--- src/hdl/fcrs_pkg.sv ---
// ----------------------------------------------------------------------------
// fcrs_pkg
// Shared types, codes, reset values and the control store of the FAT16
// cluster chain read sequencer.
// ----------------------------------------------------------------------------
package fcrs_pkg;

	// Configuration register indexes
	typedef enum logic [2:0] {
		REG_BPS      = 3'd0,
		REG_SPC      = 3'd1,
		REG_RSV      = 3'd2,
		REG_COPIES   = 3'd3,
		REG_SPT      = 3'd4,
		REG_ROOT_ENT = 3'd5
	} cfg_reg_t;

	localparam int CFG_IDX_W  = 3;
	localparam int CFG_DATA_W = 16;

	// Configuration reset values
	localparam logic [12:0] RST_BPS      = 13'd512;
	localparam logic [7:0]  RST_SPC      = 8'd4;
	localparam logic [15:0] RST_RSV      = 16'd1;
	localparam logic [7:0]  RST_COPIES   = 8'd2;
	localparam logic [15:0] RST_SPT      = 16'd32;
	localparam logic [15:0] RST_ROOT_ENT = 16'd512;

	localparam logic [15:0] END_MARK = 16'hFFF8;
	localparam logic [19:0] LEN_MAX  = 20'hFFFFF;

	// Request actions
	localparam logic ACT_START = 1'b0;
	localparam logic ACT_ENTRY = 1'b1;

	// Result kinds
	localparam logic [1:0] KIND_FETCH = 2'd0;
	localparam logic [1:0] KIND_DATA  = 2'd1;
	localparam logic [1:0] KIND_END   = 2'd2;

	// Modulo unit: dividend is root_entries * 32, one bit per step
	localparam int MOD_X_W   = 21;
	localparam int MOD_D_W   = 13;
	localparam int MOD_CNT_W = $clog2(MOD_X_W);

	typedef struct packed {
		logic        action;
		logic [15:0] start_cluster;
		logic [31:0] size_bytes;
		logic [15:0] table_entry;
	} in_item_t;

	typedef struct packed {
		logic [1:0]  kind;
		logic [31:0] byte_address;
		logic [19:0] length;
		logic        last;
	} out_item_t;

	// Microcode fields
	typedef enum logic [2:0] {
		MUL_NONE,
		MUL_RES_BPS,
		MUL_CPY_SPT,
		MUL_PROD_BPS,
		MUL_SPC_BPS,
		MUL_CLU_BPC
	} mul_sel_t;

	typedef enum logic [2:0] {
		OP_NONE,
		OP_TABLE,
		OP_ROOT,
		OP_BPC,
		OP_DATA,
		OP_SEG,
		OP_WALK_ON,
		OP_WALK_OFF
	} op_t;

	typedef enum logic [1:0] {
		EMIT_NONE,
		EMIT_DATA,
		EMIT_FETCH,
		EMIT_END
	} emit_t;

	typedef enum logic [2:0] {
		COND_NEXT,
		COND_ALWAYS,
		COND_DIV_BUSY,
		COND_END_MARK,
		COND_DISPATCH
	} cond_t;

	localparam int STEP_W = 4;

	// Control store addresses
	localparam logic [STEP_W-1:0] ST_L0   = 4'd0;
	localparam logic [STEP_W-1:0] ST_L1   = 4'd1;
	localparam logic [STEP_W-1:0] ST_L2   = 4'd2;
	localparam logic [STEP_W-1:0] ST_L3   = 4'd3;
	localparam logic [STEP_W-1:0] ST_L4   = 4'd4;
	localparam logic [STEP_W-1:0] ST_L5   = 4'd5;
	localparam logic [STEP_W-1:0] ST_IDLE = 4'd6;
	localparam logic [STEP_W-1:0] ST_V0   = 4'd7;
	localparam logic [STEP_W-1:0] ST_V1   = 4'd8;
	localparam logic [STEP_W-1:0] ST_V2   = 4'd9;
	localparam logic [STEP_W-1:0] ST_V3   = 4'd10;
	localparam logic [STEP_W-1:0] ST_END  = 4'd11;

	typedef struct packed {
		mul_sel_t          mul;
		op_t               op;
		emit_t             emit;
		logic              div_start;
		cond_t             cond;
		logic [STEP_W-1:0] target;
	} uword_t;

	typedef struct packed {
		mul_sel_t mul;
		op_t      op;
		emit_t    emit;
		logic     div_start;
		logic     load_start;
		logic     load_entry;
	} ctrl_t;

	typedef struct packed {
		logic end_mark;
		logic div_busy;
		logic out_free;
		logic walking;
	} stat_t;

	// Control store
	function automatic uword_t ucode(input logic [STEP_W-1:0] step);
		uword_t w;
		case (step)
			ST_L0:   w = '{MUL_RES_BPS,  OP_NONE,     EMIT_NONE,  1'b1, COND_NEXT,     ST_L0};
			ST_L1:   w = '{MUL_CPY_SPT,  OP_TABLE,    EMIT_NONE,  1'b0, COND_NEXT,     ST_L0};
			ST_L2:   w = '{MUL_PROD_BPS, OP_NONE,     EMIT_NONE,  1'b0, COND_NEXT,     ST_L0};
			ST_L3:   w = '{MUL_SPC_BPS,  OP_ROOT,     EMIT_NONE,  1'b0, COND_NEXT,     ST_L0};
			ST_L4:   w = '{MUL_NONE,     OP_BPC,      EMIT_NONE,  1'b0, COND_DIV_BUSY, ST_L4};
			ST_L5:   w = '{MUL_NONE,     OP_DATA,     EMIT_NONE,  1'b0, COND_ALWAYS,   ST_IDLE};
			ST_IDLE: w = '{MUL_NONE,     OP_NONE,     EMIT_NONE,  1'b0, COND_DISPATCH, ST_V0};
			ST_V0:   w = '{MUL_CLU_BPC,  OP_NONE,     EMIT_NONE,  1'b0, COND_END_MARK, ST_END};
			ST_V1:   w = '{MUL_NONE,     OP_SEG,      EMIT_NONE,  1'b0, COND_NEXT,     ST_L0};
			ST_V2:   w = '{MUL_NONE,     OP_NONE,     EMIT_DATA,  1'b0, COND_NEXT,     ST_L0};
			ST_V3:   w = '{MUL_NONE,     OP_WALK_ON,  EMIT_FETCH, 1'b0, COND_ALWAYS,   ST_IDLE};
			ST_END:  w = '{MUL_NONE,     OP_WALK_OFF, EMIT_END,   1'b0, COND_ALWAYS,   ST_IDLE};
			default: w = '{MUL_NONE,     OP_NONE,     EMIT_NONE,  1'b0, COND_ALWAYS,   ST_L0};
		endcase
		return w;
	endfunction

endpackage

--- src/hdl/fcrs_mod.sv ---
// ----------------------------------------------------------------------------
// fcrs_mod
// Restoring remainder unit, one dividend bit per clock.
// ----------------------------------------------------------------------------
module fcrs_mod (
	input  logic                           clk,
	input  logic                           arst_n,
	input  logic                           start,
	input  logic [fcrs_pkg::MOD_X_W-1:0]   dividend,
	input  logic [fcrs_pkg::MOD_D_W-1:0]   divisor,
	output logic                           busy,
	output logic [fcrs_pkg::MOD_D_W-1:0]   remainder
);

	logic                             busy_q;
	logic [fcrs_pkg::MOD_CNT_W-1:0]   cnt_q;
	logic [fcrs_pkg::MOD_X_W-1:0]     x_q;
	logic [fcrs_pkg::MOD_D_W-1:0]     r_q;
	logic [fcrs_pkg::MOD_D_W:0]       trial;
	logic [fcrs_pkg::MOD_D_W:0]       diff;

	assign trial = {r_q, x_q[fcrs_pkg::MOD_X_W-1]};
	assign diff  = trial - {1'b0, divisor};

	always_ff @(posedge clk or negedge arst_n) begin
		if (!arst_n) begin
			busy_q <= 1'b0;
			cnt_q  <= '0;
		end else if (start) begin
			busy_q <= 1'b1;
			cnt_q  <= fcrs_pkg::MOD_CNT_W'(fcrs_pkg::MOD_X_W - 1);
		end else if (busy_q) begin
			if (cnt_q == '0) begin
				busy_q <= 1'b0;
			end
			cnt_q <= cnt_q - 1'b1;
		end
	end

	always_ff @(posedge clk) begin
		if (start) begin
			x_q <= dividend;
			r_q <= '0;
		end else if (busy_q) begin
			x_q <= {x_q[fcrs_pkg::MOD_X_W-2:0], 1'b0};
			// subtract only when the trial value reaches the divisor
			if (trial >= {1'b0, divisor}) begin
				r_q <= diff[fcrs_pkg::MOD_D_W-1:0];
			end else begin
				r_q <= trial[fcrs_pkg::MOD_D_W-1:0];
			end
		end
	end

	assign busy      = busy_q;
	assign remainder = r_q;

endmodule

--- src/hdl/fcrs_dpath.sv ---
// ----------------------------------------------------------------------------
// fcrs_dpath
// Datapath: configuration registers, shared multiplier, layout and walk
// registers, and the output register.
// ----------------------------------------------------------------------------
module fcrs_dpath (
	input  logic                              clk,
	input  logic                              arst_n,
	input  logic                              cfg_we,
	input  logic [fcrs_pkg::CFG_IDX_W-1:0]    cfg_idx,
	input  logic [fcrs_pkg::CFG_DATA_W-1:0]   cfg_wdata,
	input  fcrs_pkg::in_item_t                in_data,
	input  fcrs_pkg::ctrl_t                   ctrl,
	output fcrs_pkg::stat_t                   stat,
	output logic                              out_valid,
	input  logic                              out_stall,
	output fcrs_pkg::out_item_t               out_data
);

	// Configuration
	logic [12:0] bps_q;
	logic [7:0]  spc_q;
	logic [15:0] rsv_q;
	logic [7:0]  cpy_q;
	logic [15:0] spt_q;
	logic [15:0] ren_q;

	// Layout and walk
	logic [31:0] prod_q;
	logic [31:0] tstart_q;
	logic [31:0] rstart_q;
	logic [31:0] dstart_q;
	logic [20:0] bpc_q;
	logic [15:0] cur_q;
	logic [31:0] rem_q;
	logic [31:0] addr_q;
	logic [19:0] len_q;
	logic        walking_q;

	logic                 out_valid_q;
	fcrs_pkg::out_item_t  out_q;

	logic [23:0] mul_a;
	logic [20:0] mul_b;
	logic [44:0] mul_full;
	logic        mul_en;

	logic                             div_busy;
	logic [fcrs_pkg::MOD_D_W-1:0]     div_rem;
	logic [fcrs_pkg::MOD_X_W-1:0]     dir_bytes;
	logic [21:0]                      root_span;
	logic [19:0]                      bpc_len;
	logic [19:0]                      seg_len;
	logic                             out_free;

	always_ff @(posedge clk or negedge arst_n) begin
		if (!arst_n) begin
			bps_q <= fcrs_pkg::RST_BPS;
			spc_q <= fcrs_pkg::RST_SPC;
			rsv_q <= fcrs_pkg::RST_RSV;
			cpy_q <= fcrs_pkg::RST_COPIES;
			spt_q <= fcrs_pkg::RST_SPT;
			ren_q <= fcrs_pkg::RST_ROOT_ENT;
		end else if (cfg_we) begin
			case (cfg_idx)
				fcrs_pkg::REG_BPS:      bps_q <= cfg_wdata[12:0];
				fcrs_pkg::REG_SPC:      spc_q <= cfg_wdata[7:0];
				fcrs_pkg::REG_RSV:      rsv_q <= cfg_wdata;
				fcrs_pkg::REG_COPIES:   cpy_q <= cfg_wdata[7:0];
				fcrs_pkg::REG_SPT:      spt_q <= cfg_wdata;
				fcrs_pkg::REG_ROOT_ENT: ren_q <= cfg_wdata;
				default: ;
			endcase
		end
	end

	// Root directory span: root bytes rounded up to whole sectors
	assign dir_bytes = {ren_q, 5'b0};

	fcrs_mod u_mod (
		.clk       (clk),
		.arst_n    (arst_n),
		.start     (ctrl.div_start),
		.dividend  (dir_bytes),
		.divisor   (bps_q),
		.busy      (div_busy),
		.remainder (div_rem)
	);

	always_comb begin
		if (bps_q == '0) begin
			root_span = '0;
		end else if (div_rem == '0) begin
			root_span = {1'b0, dir_bytes};
		end else begin
			root_span = {1'b0, dir_bytes} + {9'b0, bps_q} - {9'b0, div_rem};
		end
	end

	// Shared multiplier
	always_comb begin
		mul_a  = '0;
		mul_b  = '0;
		mul_en = 1'b1;
		case (ctrl.mul)
			fcrs_pkg::MUL_RES_BPS: begin
				mul_a = {8'b0, rsv_q};
				mul_b = {8'b0, bps_q};
			end
			fcrs_pkg::MUL_CPY_SPT: begin
				mul_a = {16'b0, cpy_q};
				mul_b = {5'b0, spt_q};
			end
			fcrs_pkg::MUL_PROD_BPS: begin
				mul_a = prod_q[23:0];
				mul_b = {8'b0, bps_q};
			end
			fcrs_pkg::MUL_SPC_BPS: begin
				mul_a = {16'b0, spc_q};
				mul_b = {8'b0, bps_q};
			end
			fcrs_pkg::MUL_CLU_BPC: begin
				mul_a = {8'b0, cur_q};
				mul_b = bpc_q;
			end
			default: mul_en = 1'b0;
		endcase
	end

	assign mul_full = 45'(mul_a) * 45'(mul_b);

	// Segment length: cluster bytes clamped to the length field, then to what is left
	assign bpc_len = (bpc_q > {1'b0, fcrs_pkg::LEN_MAX}) ? fcrs_pkg::LEN_MAX : bpc_q[19:0];
	assign seg_len = (rem_q < {12'b0, bpc_len}) ? rem_q[19:0] : bpc_len;

	always_ff @(posedge clk) begin
		if (mul_en) begin
			prod_q <= mul_full[31:0];
		end
		if (ctrl.load_start) begin
			cur_q <= in_data.start_cluster;
			rem_q <= in_data.size_bytes;
		end else if (ctrl.load_entry) begin
			cur_q <= in_data.table_entry;
		end
		case (ctrl.op)
			fcrs_pkg::OP_TABLE: tstart_q <= prod_q;
			fcrs_pkg::OP_ROOT:  rstart_q <= tstart_q + prod_q;
			fcrs_pkg::OP_BPC:   bpc_q    <= prod_q[20:0];
			fcrs_pkg::OP_DATA:  dstart_q <= rstart_q + {10'b0, root_span};
			fcrs_pkg::OP_SEG: begin
				if (cur_q == '0) begin
					addr_q <= rstart_q;
				end else begin
					// cluster minus two, wrapping for cluster one
					addr_q <= dstart_q + prod_q - {10'b0, bpc_q, 1'b0};
				end
				len_q <= seg_len;
				rem_q <= rem_q - {12'b0, seg_len};
			end
			default: ;
		endcase
	end

	always_ff @(posedge clk or negedge arst_n) begin
		if (!arst_n) begin
			walking_q <= 1'b0;
		end else if (ctrl.op == fcrs_pkg::OP_WALK_ON) begin
			walking_q <= 1'b1;
		end else if (ctrl.op == fcrs_pkg::OP_WALK_OFF) begin
			walking_q <= 1'b0;
		end
	end

	// Output register
	assign out_free = !out_valid_q || !out_stall;

	always_ff @(posedge clk or negedge arst_n) begin
		if (!arst_n) begin
			out_valid_q <= 1'b0;
		end else if (ctrl.emit != fcrs_pkg::EMIT_NONE && out_free) begin
			out_valid_q <= 1'b1;
		end else if (!out_stall) begin
			out_valid_q <= 1'b0;
		end
	end

	always_ff @(posedge clk) begin
		if (out_free) begin
			case (ctrl.emit)
				fcrs_pkg::EMIT_DATA: begin
					out_q.kind         <= fcrs_pkg::KIND_DATA;
					out_q.byte_address <= addr_q;
					out_q.length       <= len_q;
					out_q.last         <= 1'b0;
				end
				fcrs_pkg::EMIT_FETCH: begin
					out_q.kind         <= fcrs_pkg::KIND_FETCH;
					out_q.byte_address <= tstart_q + {15'b0, cur_q, 1'b0};
					out_q.length       <= '0;
					out_q.last         <= 1'b1;
				end
				fcrs_pkg::EMIT_END: begin
					out_q.kind         <= fcrs_pkg::KIND_END;
					out_q.byte_address <= '0;
					out_q.length       <= '0;
					out_q.last         <= 1'b1;
				end
				default: ;
			endcase
		end
	end

	assign stat.end_mark = (cur_q >= fcrs_pkg::END_MARK);
	assign stat.div_busy = div_busy;
	assign stat.out_free = out_free;
	assign stat.walking  = walking_q;

	assign out_valid = out_valid_q;
	assign out_data  = out_q;

endmodule

--- src/hdl/fcrs_useq.sv ---
// ----------------------------------------------------------------------------
// fcrs_useq
// Microcode sequencer: step counter, control store and jump logic.
// ----------------------------------------------------------------------------
module fcrs_useq (
	input  logic                 clk,
	input  logic                 arst_n,
	input  logic                 cfg_we,
	input  logic                 in_valid,
	input  logic                 in_action,
	input  fcrs_pkg::stat_t      stat,
	output logic                 in_stall,
	output fcrs_pkg::ctrl_t      ctrl
);

	logic [fcrs_pkg::STEP_W-1:0] step_q;
	logic [fcrs_pkg::STEP_W-1:0] step_nxt;
	fcrs_pkg::uword_t            uw;
	logic                        accept;
	logic                        go;
	logic                        hold;

	assign uw = fcrs_pkg::ucode(step_q);

	// Take requests only at the dispatch step and never alongside a register write
	assign in_stall = (step_q != fcrs_pkg::ST_IDLE) || cfg_we;
	assign accept   = in_valid && !in_stall;
	// A table entry while no chain is open is dropped
	assign go       = accept && (in_action == fcrs_pkg::ACT_START || stat.walking);
	assign hold     = (uw.emit != fcrs_pkg::EMIT_NONE) && !stat.out_free;

	always_comb begin
		step_nxt = step_q + 1'b1;
		case (uw.cond)
			fcrs_pkg::COND_NEXT:     step_nxt = hold ? step_q : step_q + 1'b1;
			fcrs_pkg::COND_ALWAYS:   step_nxt = hold ? step_q : uw.target;
			fcrs_pkg::COND_DIV_BUSY: step_nxt = stat.div_busy ? uw.target : step_q + 1'b1;
			fcrs_pkg::COND_END_MARK: step_nxt = stat.end_mark ? uw.target : step_q + 1'b1;
			fcrs_pkg::COND_DISPATCH: step_nxt = go ? uw.target : step_q;
			default:                 step_nxt = fcrs_pkg::ST_L0;
		endcase
		if (cfg_we) begin
			step_nxt = fcrs_pkg::ST_L0;
		end
	end

	always_ff @(posedge clk or negedge arst_n) begin
		if (!arst_n) begin
			step_q <= fcrs_pkg::ST_L0;
		end else begin
			step_q <= step_nxt;
		end
	end

	assign ctrl.mul        = uw.mul;
	assign ctrl.op         = uw.op;
	assign ctrl.emit       = uw.emit;
	assign ctrl.div_start  = uw.div_start;
	assign ctrl.load_start = accept && (in_action == fcrs_pkg::ACT_START);
	assign ctrl.load_entry = accept && (in_action == fcrs_pkg::ACT_ENTRY) && stat.walking;

endmodule

--- src/hdl/fat16_file_cluster_read_sequencer_top.sv ---
// ----------------------------------------------------------------------------
// fat16_file_cluster_read_sequencer_top
// Follows a FAT16 cluster chain and issues the data and table reads of a file.
// ----------------------------------------------------------------------------
// Usage:
//  - The register port (cfg_we, cfg_idx, cfg_wdata) holds the volume layout.
//    Every write restarts the layout program, which waits on the
//    21-step remainder unit; in_stall stays high until it ends.
//  - Input requests (in_valid/in_stall/in_data) either start a file read or
//    return a table entry. A start always restarts the walk; an entry while
//    no chain is open is dropped with no result.
//  - Each cluster below the end marker yields a data segment request, then a
//    table entry fetch marked last. An end marker yields one chain-ended
//    result marked last.
//  - Order: after acceptance the program steps V0, V1 (segment address and
//    length), V2 (data segment) and V3 (fetch); an end marker goes to the
//    end step. Requests are handled one at a time by the microcode program;
//    the next one is taken at the dispatch step.
//  - When out_stall is high the output register holds its request and the
//    program waits on its emit step; nothing is lost or repeated.
//  - Reset clears the walk state, loads the default layout registers and
//    runs the layout program before the first request is taken.
// ----------------------------------------------------------------------------
module fat16_file_cluster_read_sequencer_top (
	input  logic                              clk,
	input  logic                              arst_n,
	input  logic                              cfg_we,
	input  logic [fcrs_pkg::CFG_IDX_W-1:0]    cfg_idx,
	input  logic [fcrs_pkg::CFG_DATA_W-1:0]   cfg_wdata,
	input  logic                              in_valid,
	output logic                              in_stall,
	input  fcrs_pkg::in_item_t                in_data,
	output logic                              out_valid,
	input  logic                              out_stall,
	output fcrs_pkg::out_item_t               out_data
);

	fcrs_pkg::ctrl_t ctrl;
	fcrs_pkg::stat_t stat;

	// Control: step counter walking the control store
	fcrs_useq u_useq (
		.clk       (clk),
		.arst_n    (arst_n),
		.cfg_we    (cfg_we),
		.in_valid  (in_valid),
		.in_action (in_data.action),
		.stat      (stat),
		.in_stall  (in_stall),
		.ctrl      (ctrl)
	);

	// Datapath: layout registers, shared multiplier, output register
	fcrs_dpath u_dpath (
		.clk       (clk),
		.arst_n    (arst_n),
		.cfg_we    (cfg_we),
		.cfg_idx   (cfg_idx),
		.cfg_wdata (cfg_wdata),
		.in_data   (in_data),
		.ctrl      (ctrl),
		.stat      (stat),
		.out_valid (out_valid),
		.out_stall (out_stall),
		.out_data  (out_data)
	);

endmodule

--- config.mk ---
export PLATFORM = sky130hd
export DESIGN_NAME = fat16_file_cluster_read_sequencer_top
export DESIGN_NICKNAME = d
export VERILOG_FILES = /design/src/hdl/fcrs_pkg.sv /design/src/hdl/fcrs_mod.sv /design/src/hdl/fcrs_dpath.sv /design/src/hdl/fcrs_useq.sv /design/src/hdl/fat16_file_cluster_read_sequencer_top.sv
export SDC_FILE = /design/constraint.sdc
export NUM_CORES = 2
export LEC_CHECK = 0
export BUFFER_PORTS_ARGS = -buffer_cell sky130_fd_sc_hd__buf_2
export CAP_MARGIN = 0
export CORE_ASPECT_RATIO = 0.75
export CORE_UTILIZATION = 50
export DETAILED_ROUTE_END_ITERATION = 12
export PLACE_DENSITY = 0.65
export SLEW_MARGIN = 20
export SYNTH_ARGS = -nofsm -noshare
export SYNTH_HDL_FRONTEND = slang
export SYNTH_SLANG_ARGS = --single-unit
--- constraint.sdc ---
create_clock -name clk -period 9.8 [get_ports clk]
set_input_delay 0.98 -clock clk [delete_from_list [all_inputs] [get_ports clk]]
set_output_delay 0.98 -clock clk [all_outputs]
set_load 0.005 [all_outputs]
==> results.toml <==
[grt]
grt_start_max_net_pins = 75
grt_pass1_vias = 29300
grt_usage = 0.308
grt-ovfl-total = 0
antenna_found_initial = 5
grt_pass1_wl_um = 185000

[setup_path]
reg2reg_depth = 34
endpoint_kind = "register"
reg2reg_to = "u_dpath.prod_q[30]"
startpoint_type = "register"
rrSetupSlack_ps = 600
crit_required_ps = 10150
max_stage_delay_ps = 530
worst-endpoint-arrival_ps = 9560
cpMostUsedCell = "inv_1"
crit_slowest_cell = "dfrtp_1"
crit_type = "register to register"
rr_startpoint = "u_useq.step_q[1]"
path_max_fanout = 13

[logic_synthesis]
ys_seq_area_frac = 0.306
yosysWarnings = 0
async_flop_share = 0.211
synth.distinct_cells = 93
yosys-top-cells-count = "inv_1, nand2_1, fa_1"
synth_top_area_frac = 0.243
ys.flop_type = "edfxtp_1"
syn-mean-instance-area_um2 = 9.57
synth_area_leaders = "edfxtp_1, fa_1, ha_1"
yosysMostFrequentCell = "inv_1"
ys_ff_latch = 422
synth_edf_count = 320
yosys.area.top_type = "edfxtp_1"
syn-cell-area_um2 = 39500
syn_inst = 4129

[min_path]
hold_class = "input port to async pin"

[detailed_routing]
drtPass1Iterations = 6
wl_met2_um = 49700
drtAntennaViolNets = 0
wl_um = 122000
drt_iter0_markers = 3285
routedWlPerCell_um = 22.8
vias = 30700
drt-met1-wl_um = 54400
wl_met3_um = 15100
viasPerCell = 5.73
drcViolationCount = 0
highest_layer = "met4"

[die]
dieArea_um2 = 80200
start_util = 0.510
core_um2 = 77500
die_w_um = 327
io_pins = 146
num_rows = 88
fp.dieH_um = 246

[placed_design]
dp_hpwl_um = 98200
pre_cts_slack_ps = 487
placed_cell_area_um2 = 41700
gp_congestion = 1.06
io_buffer_count = 145

[run_status]
outcome = "complete, no violations"

[timing]
slew_headroom = 0.222
hold_violations = 0
rsz0062_at_grt = "no"
slew_viol_final = 0
layout_min_cycle_time_ps = 9200
final-setup-viol-count = 0
clock-skew-final_ps = 29.6
tns_ps = 0
worst_slew_pin_slew_ps = 1160
max_freq_mhz = 109
min_period_over_period = 0.939
finalWorstSetupSlack_ps = 599

[cts]
htree_levels = 2
numCtsBuffers = 46
worstSkewPairLatency_ps = 620
cts.sinks = 422
path_clk_slew_ps = 60
clock_path_buffers = 3
cts_tree = "built"
root_buffer = "clkbuf_16"

[cells_and_area]
nets = 5030
drive_gt1_frac = 0.107
syn_to_final_growth_pct = 9.76
nFillCells = 6947
design_area_um2 = 43400

[run]
drv_cap = 0
critical path, delay by kind of cell, from the launching register on:
family	cells	cell delay (ps)
AO/OA/AOI/OAI	7	2100
XOR/XNOR	1	130
adder cells (fa/ha/maj)	9	4060
buffers and inverters	12	1450
flip-flops	1	530
AND/OR/NAND/NOR	5	680
cell families (layout without fill, tap and decap cells):
kind of cell / Yosys count / after routing / share of synthesized area
flops: 422 / 422 / 0.306
fa+ha+maj: 663 / 663 / 0.281
mux: 141 / 141 / 0.0389
buf+inv: 785 / 970 / 0.0756
simple gates: 1207 / 1207 / 0.137
compound gates: 704 / 704 / 0.115
other cells: 1 / 4 / 0.0000949
xor+xnor: 206 / 206 / 0.0456
state kept, by name, indices dropped and copies added (netlist names), 4 cells and up:
signal                   cells
u_dpath.spt_q               16
u_dpath.rstart_q            32
u_dpath.u_mod.x_q           16
u_dpath.cur_q               16
u_dpath.bps_q               13
u_dpath.bpc_q               21
u_dpath.rem_q               32
u_dpath.spc_q                8
u_useq.step_q                4
u_dpath.out_data            55
u_dpath.cpy_q                8
u_dpath.tstart_q            32
u_dpath.dstart_q            32
u_dpath.rsv_q               16
u_dpath.prod_q              32
u_dpath.addr_q              32
u_dpath.ren_q               16
u_dpath.len_q               20
u_dpath.u_mod.cnt_q          5
u_dpath.u_mod.remainder     13
layout by cell type, fill, tap and decap left out, drive strengths merged, types with 68 or more instances in the layout:
cell type  count
a21oi        180
buf          226
dfrtp         83
edfxtp       320
fa           375
ha           288
inv          659
mux2         101
nand2        492
nor2         321
nor3          71
o21ai        201
xnor2        138
xor2          68
cell type report:
class / count / area [um^2] / share of cell area
clock buffer: 60 / 1290 / 0.0296
timing repair buffer: 227 / 1360 / 0.0313
sequential: 422 / 12100 / 0.279
multi-input combinational: 2924 / 24600 / 0.566
clock inverter: 26 / 318 / 0.00733
tap: 1035 / 1290 / 0.0298
inverter: 657 / 2470 / 0.0568
antenna: 1 / 2.50 / 0.0000577
timing repair:
item	CTS	global route
gates resized for setup	0	1
endpoints found under the hold margin	0	0
hold buffers	0	0
setup buffers	0	2
endpoints found under the setup margin	0	3
routing by layer:
layer / vias to the layer above / track usage
met5: - / 0
met4: 0 / 0.0749
met3: 176 / 0.0953
met2: 1494 / 0.433
met1: 14900 / 0.458
li1: 14100 / -
worst max path at each step:
stage | start | endpoint | cells past startpoint
floorplan | u_useq.step_q[0] | u_dpath.prod_q[31] | 34
global placement | u_useq.step_q[0] | u_dpath.prod_q[30] | 32
detailed placement | u_useq.step_q[0] | u_dpath.prod_q[31] | 26
CTS | u_useq.step_q[0] | u_dpath.prod_q[31] | 26
global route | u_useq.step_q[1] | u_dpath.prod_q[30] | 32
finish | u_useq.step_q[1] | u_dpath.prod_q[30] | 34
metrics by stage:
step	util	instances	hold WS, ps
after floorplan	-	4131	454
after global placement	0.538	5262	489
after detailed placement	0.538	5262	494
after CTS	0.559	5348	212
after global routing	0.560	5351	240
final	0.560	5352	240
Power is not shown: default switching activity piles up to over one toggle a cycle in this logic, so the estimate is an artifact.
